==> config.mk <==
export PLATFORM = sky130hd
export DESIGN_NAME = lmsn_front
export DESIGN_NICKNAME = d
export VERILOG_FILES = /design/src/rtl/lmsn_pkg.sv /design/src/rtl/lmsn_front.sv
export SDC_FILE = /design/constraint.sdc
export NUM_CORES = 1
export LEC_CHECK = 0
export ABC_AREA = 1
export BUFFER_PORTS_ARGS = -buffer_cell sky130_fd_sc_hd__buf_2
export CORE_ASPECT_RATIO = 2
export CORE_MARGIN = 2
export CORE_UTILIZATION = 54
export CTS_BUF_LIST = sky130_fd_sc_hd__clkbuf_2
export CTS_CLUSTER_SIZE = 25
export DETAILED_ROUTE_END_ITERATION = 10
export GPL_TIMING_DRIVEN = 0
export HOLD_SLACK_MARGIN = 0.08
export PLACE_DENSITY_LB_ADDON = 0.05
export SETUP_SLACK_MARGIN = 0.4
export SLEW_MARGIN = 0
export SYNTH_ARGS = -nofsm -noshare
export SYNTH_HDL_FRONTEND = slang
export SYNTH_SLANG_ARGS = --single-unit
==> constraint.sdc <==
create_clock -name clk -period 5.09 [get_ports clk]
set_input_delay 0.509 -clock clk [delete_from_list [all_inputs] [get_ports clk]]
set_output_delay 0.509 -clock clk [all_outputs]
set_load 0.01 [all_outputs]
==> src/rtl/lmsn_pkg.sv <==
`timescale 1ns / 1ps

package lmsn_pkg;

    localparam int INPUT_COUNT = 3;
    localparam int IDX_W       = 2;

    // input queue between front and back
    localparam int QUEUE_DEPTH = 2;
    localparam int QPTR_W      = 1;
    localparam int QCNT_W      = 2;

    // epoch mean divider: three 16-bit quotient digits, each with an estimate step and a remainder step
    localparam int DIV_STEPS = 6;
    localparam int DIV_CNT_W = 3;

    localparam logic [15:0] LEARNING_RATE_RESET   = 16'd6554;
    localparam logic [47:0] ERROR_THRESHOLD_RESET = 48'd43;
    localparam logic [15:0] MAX_EPOCHS_RESET      = 16'd4000;
    localparam logic [31:0] INIT_WEIGHT_RESET     = 32'd2097152;

    typedef struct packed {
        logic signed [15:0] x_a;
        logic signed [15:0] x_b;
        logic signed [15:0] x_c;
        logic signed [15:0] target;
        logic               restart;
    } item_t;

    typedef struct packed {
        logic signed [31:0] prediction;
        logic        [47:0] squared_error;
        logic               epoch_end;
        logic        [47:0] mean_error;
        logic               converged;
        logic               training_active;
        logic signed [31:0] weight_a_out;
        logic signed [31:0] weight_b_out;
        logic signed [31:0] weight_c_out;
    } result_t;

    typedef struct packed {
        logic [15:0]                        learning_rate;
        logic [47:0]                        error_threshold;
        logic [15:0]                        max_epochs;
        logic [INPUT_COUNT-1:0][31:0]       init_weight;
    } cfg_t;

endpackage

==> src/rtl/lmsn_front.sv <==
`timescale 1ns / 1ps

module lmsn_front
(
    input  logic                clk,
    input  logic                rst_n,
    input  logic                s_tvalid,
    output logic                s_tready,
    input  logic [63:0]         s_tdata,   // x_a, x_b, x_c, target
    input  logic [0:0]          s_tuser,   // restart
    output logic                q_valid,
    output lmsn_pkg::item_t     q_item,
    input  logic                q_pop
);

    lmsn_pkg::item_t                    q_mem [lmsn_pkg::QUEUE_DEPTH];
    logic [lmsn_pkg::QPTR_W-1:0]        wr_ptr_reg;
    logic [lmsn_pkg::QPTR_W-1:0]        rd_ptr_reg;
    logic [lmsn_pkg::QCNT_W-1:0]        count_reg;
    logic [lmsn_pkg::QCNT_W-1:0]        count_next;
    lmsn_pkg::item_t                    in_item;
    logic                               push;
    logic                               pop;

    // unpack the stream word into the sample fields
    always_comb
    begin
        in_item.x_a     = $signed(s_tdata[15:0]);
        in_item.x_b     = $signed(s_tdata[31:16]);
        in_item.x_c     = $signed(s_tdata[47:32]);
        in_item.target  = $signed(s_tdata[63:48]);
        in_item.restart = s_tuser[0];
    end

    assign s_tready = (count_reg != lmsn_pkg::QCNT_W'(lmsn_pkg::QUEUE_DEPTH));
    assign q_valid  = (count_reg != '0);
    assign q_item   = q_mem[rd_ptr_reg];
    assign push     = s_tvalid && s_tready;
    assign pop      = q_pop && q_valid;

    always_comb
    begin
        count_next = count_reg;
        if (push && !pop)
        begin
            count_next = count_reg + 1'b1;
        end
        else if (pop && !push)
        begin
            count_next = count_reg - 1'b1;
        end
    end

    always_ff @(posedge clk)
    begin
        if (push)
        begin
            q_mem[wr_ptr_reg] <= in_item;
        end
    end

    always_ff @(posedge clk or negedge rst_n)
    begin
        if (!rst_n)
        begin
            wr_ptr_reg <= '0;
            rd_ptr_reg <= '0;
            count_reg  <= '0;
        end
        else
        begin
            count_reg <= count_next;
            if (push)
            begin
                wr_ptr_reg <= wr_ptr_reg + 1'b1;
            end
            if (pop)
            begin
                rd_ptr_reg <= rd_ptr_reg + 1'b1;
            end
        end
    end

endmodule

* After elaboration in Yosys (flattened, before gate mapping)
Memories as Yosys holds them, arrays and structs flattened. Cells that the tools add are included. W data, S select, Z words.
Storage, ports and cells: register bits after elaboration 4, RAM bits 130, memories 1, input bits 69
Cells by class: equal/unequal tests 1, mux-type cells 4, reduce and logical (&&, ||, !) cells 8, add/subtract/negate cells 4
Memories:
- q_mem | words 2, bits a word 65, read ports 1, clocked after Yosys merged registers in 0, write ports 1, RTL line lmsn_front.sv:16 | lmsn_pkg::item_t q_mem [lmsn_pkg::QUEUE_DEPTH];
Operators by type and width (number):
- $logic_and A1 B1 Y1 | 4
- $mux W2 | 2
- $reduce_bool A2 Y1 | 2
- $add A1 B1 Y1 const B | 2
- $add A2 B1 Y2 const B | 1
- $logic_not A1 Y1 | 2
- $mux W1 | 2
- $ne A2 B2 Y1 const B | 1
- $sub A2 B1 Y2 const B | 1

* Depth between registers and ports, before layout
word-level depth 6, gate-level depth with buffers 10

* Least setup slack after synthesis
No wires, ideal clock.
path type reg2reg, start point reg count_reg[0] (netlist name), end point mem q_mem[0][0] (netlist name), enable pin, period minus slack after synthesis 3.879 ns, data arrival time 3.391 ns, path buffers 0, library setup time 0.488 ns, stages on the path, launching flop included 5, data required time 4.602 ns, slack 1.211 ns, path through dfrtp_1 > inv_1 > nand2_1 > nand2_1 > nor2_1
On the way: word-level cells in the longest chain between the ends 4
RTL lines:
- from (decl) | RTL line lmsn_front.sv:19 | logic [lmsn_pkg::QCNT_W-1:0] count_reg;
- from (signal assigned) | RTL line lmsn_front.sv:72 | count_reg <= count_next;
- $ne A2 B2 Y1 | RTL line lmsn_front.sv:35 | assign s_tready = (count_reg != lmsn_pkg::QCNT_W'(lmsn_pkg::QUEUE_DEPTH));
- named net s_tready | RTL line lmsn_front.sv:8 | output logic s_tready,
- $logic_and A1 B1 Y1 | RTL line lmsn_front.sv:38 | assign push = s_tvalid && s_tready;
- $mux W1 | RTL line lmsn_front.sv:56 | if (push)
- $mux W1 (not written as such) | RTL line lmsn_front.sv:58 | q_mem[wr_ptr_reg] <= in_item;
- to (decl) | RTL line lmsn_front.sv:16
The timed path passes the listed nets, and every way through them passes these cells.

==> flow_metrics.tcl <==
set metrics [dict create \
    fp.dieW_microns 71.6 \
    synth_fa_ha_area_share_pct 0.253 \
    numCtsBuffers 17 \
    grt_use_total_pct 21.9 \
    drive_gt1_share_pct 30.7 \
    finalNetCount 663 \
    timing.setup.critical_path_class "register to output port" \
    cts_resized 0 \
    synthTopCellsByArea "edfxtp_1 (79%), nand2_1 (16%), dfrtp_1 (2.0%), buf_2 (0.91%), buf_4 (0.76%)" \
    synth.distinct_cells 13 \
    cts-root-buf "clkbuf_2" \
    rows 49 \
    cts_sinks 134 \
    status "complete, no violations" \
    p_leak_uw 0.00299 \
    drtAntennaViolNets 0 \
    final_cells 710 \
    wire_per_inst_microns 14.7 \
    pwr-share-clk_pct 19.7 \
    maxCapViolations 0 \
    crit_path_max_fanout 10 \
    synth_top_family_by_area "simple AND/OR/NAND/NOR gates" \
    grt_overflow 0 \
    setup-tns-final_ns 0 \
    cts_setup_buffers 0 \
    worst_pin_slew_ns 0.406 \
    critPathCaptureType "output port" \
    yosysTopAreaCell "edfxtp_1" \
    drtPass1Iterations 5 \
    finClkSkew_ns 0.0200 \
    die_area_sq_um 9970 \
    io_pins 136 \
    core-area_sq_um 8950 \
    hold_path.class "primary input to async pin" \
    finalSetupViolations 0 \
    whs_ns 0.175 \
    routabilityCongestion 0.686 \
    io_buffer_count 135 \
    clock_path_buffers 2 \
    synth_compound_area_share_pct 0 \
    insertion_delay_ns 0.63 \
    syn-cell-area_sq_um 4940 \
    cts_tree "yes" \
    htreeDepth 4 \
    slew_viol_final 0 \
    synth-seq-cells 134 \
    vias_per_cell 4.87 \
    fin_crit_sh_pct 45.9 \
    area_growth_pct 37.4 \
    synth_nets 438 \
    postCtsHoldBufs 67 \
    cp-start-kind "register" \
    netlist_instances 368 \
    fin_util_pct 75.8 \
    p_int_uw 2290 \
    synth-simple-area-share_pct 16.1 \
    required_ns 4.58 \
    pwr-share-seq_pct 44.7 \
    yosys_warnings 0 \
    relSlewSlack_pct 73.0 \
    vias 3456 \
    muxShareOfSynthArea_pct 0 \
    grt_pass1_vias 3615 \
    syn_avg_cell_area_sq_um 13.4 \
    cp.arrival_ns 1.83 \
    grt_use_met1_pct 21.2 \
    clk_pin_slew_ns 0.19 \
    die_h_microns 139 \
    rsz0062_at_grt "no" \
    p_sw_share_pct 34.9 \
    synth.top_cell.area_share_pct 79.1 \
    largest_register_ffs 130 \
    initial_core_util_pct 55.1 \
    switchingPower_uw 1230 \
    max_freq_mhz 428 \
    hpwl_microns 6480 \
    top_usage_layer "met2" \
    placed_cells 609 \
    power_density_nw_per_um2 518 \
    comb_power_share_pct 35.6 \
    antenna_found_initial 2 \
    ys_seq_area_share_pct 81.1 \
    grt_pass1_wl_microns 16300 \
    fin_crit_ns 2.34 \
    peakVddDrop_uv 491 \
    placed_area_sq_um 5830 \
    hold_violations 0 \
    wirelength_microns 10400 \
    use_met3_pct 6.81 \
    synth_xor_area_share_pct 0.355 \
    stdcell_area_sq_um 6780 \
    grt.met2_usage_pct 41.3 \
    drtIter0Drc 116 \
    grt_max_degree 34 \
    drcViolationCount 0 \
]
-- worst max-delay path, cell delays in order, from the launching register on --
cell,delay [ns]
dfrtp_1,0.44
inv_2,0.07
buf_4,0.17
buf_2,0.25
nand2_1,0.08
nand2_1,0.08
buf_2,0.13
-- final timing paths --
check                                      endpoint  slack (ns)  cells past startpoint                startpoint
setup reg to reg             q_mem[0][10]$_DFFE_PP_        3.39                      5  count_reg[0]$_DFFE_PN0P_
setup / recovery                         q_item[38]        2.75                      6    rd_ptr_reg$_DFFE_PN0P_
hold / removal               wr_ptr_reg$_DFFE_PN0P_        0.18                      2                     rst_n
hold reg to reg            count_reg[0]$_DFFE_PN0P_        0.53                      1  count_reg[0]$_DFFE_PN0P_
max in group asynchronous    rd_ptr_reg$_DFFE_PN0P_        4.77                      2                     rst_n
min in group clk             wr_ptr_reg$_DFFE_PN0P_        0.29                      3                  s_tvalid
-- power by group through the flow --
stage / Combinational (uW) / Sequential (uW) / Clock [uW]
after floorplan: 694 / 1600 / 0
after global placement: 1140 / 1630 / 0
after detailed placement: 1220 / 1590 / 0
after CTS: 1270 / 1570 / 705
after global routing: 1390 / 1590 / 748
final: 1250 / 1570 / 693
-- kinds of logic (layout without fill, tap and decap cells) --
kind of cell,after synthesis,count (layout)
flops,134,134
fa+ha+maj,1,1
buf+inv,21,259
xor+xnor,2,2
other cells,0,2
simple gates,210,210
-- layout make-up --
cell class	instances	area [sq um]
clock inverters	14	184
well taps	102	128
plain buffers	14	82.6
inverters	7	26.3
clock buffers	18	90.1
diodes	2	5.00
flip-flops and latches	134	4000
fillers	610	2170
multi-input cells	213	838
repair buffers	206	1430
-- per-stage QoR --
| stage | worst slack [ns] | total power, uW |
|---|---|---|
| 2_1_floorplan | 1.21 | 2300 |
| 3_3_place_gp | -0.237 | 2760 |
| 3_5_place_dp | 3.41 | 2810 |
| 4_1_cts | 2.67 | 3540 |
| 5_1_grt | 2.55 | 3730 |
| 6_report | 2.75 | 3510 |
-- routing by layer --
metal  routed length (microns)  part of all wire (%)  vias to the layer above
li1                          -                     -                     1694
met3                       554                   5.3                       17
met5                         0                     0                        -
met4                       149                   1.4                        0
met2                      6010                    58                      111
met1                      3720                    36                     1634
-- cell usage in the layout (no fill, tap or decap) --
| cell type | count |
|---|---|
| nand4_1 | 1 |
| xor2_1 | 1 |
| inv_2 | 1 |
| edfxtp_1 | 130 |
| buf_4 | 5 |
| dfrtp_1 | 4 |
| clkinv_4 | 3 |
| clkinv_2 | 3 |
| ha_1 | 1 |
| nand2_1 | 205 |
| xnor2_1 | 1 |
| clkinvlp_4 | 2 |
| buf_2 | 144 |
| buf_12 | 4 |
| inv_1 | 6 |
| nand3_1 | 2 |
| diode_2 | 2 |
| clkbuf_2 | 18 |
| clkinv_1 | 2 |
| dlygate4sd3_1 | 67 |
| bufinv_16 | 4 |
| nor2_4 | 2 |
-- cells in the mapped netlist --
| master | instances |
|---|---|
| buf_2 | 9 |
| edfxtp_1 | 130 |
| dfrtp_1 | 4 |
| inv_2 | 1 |
| nor2_1 | 2 |
| nand3_1 | 2 |
| xor2_1 | 1 |
| xnor2_1 | 1 |
| inv_1 | 6 |
| nand4_1 | 1 |
| ha_1 | 1 |
| buf_4 | 5 |
| nand2_1 | 205 |
Note: power is estimated with default switching activity, not from simulation.
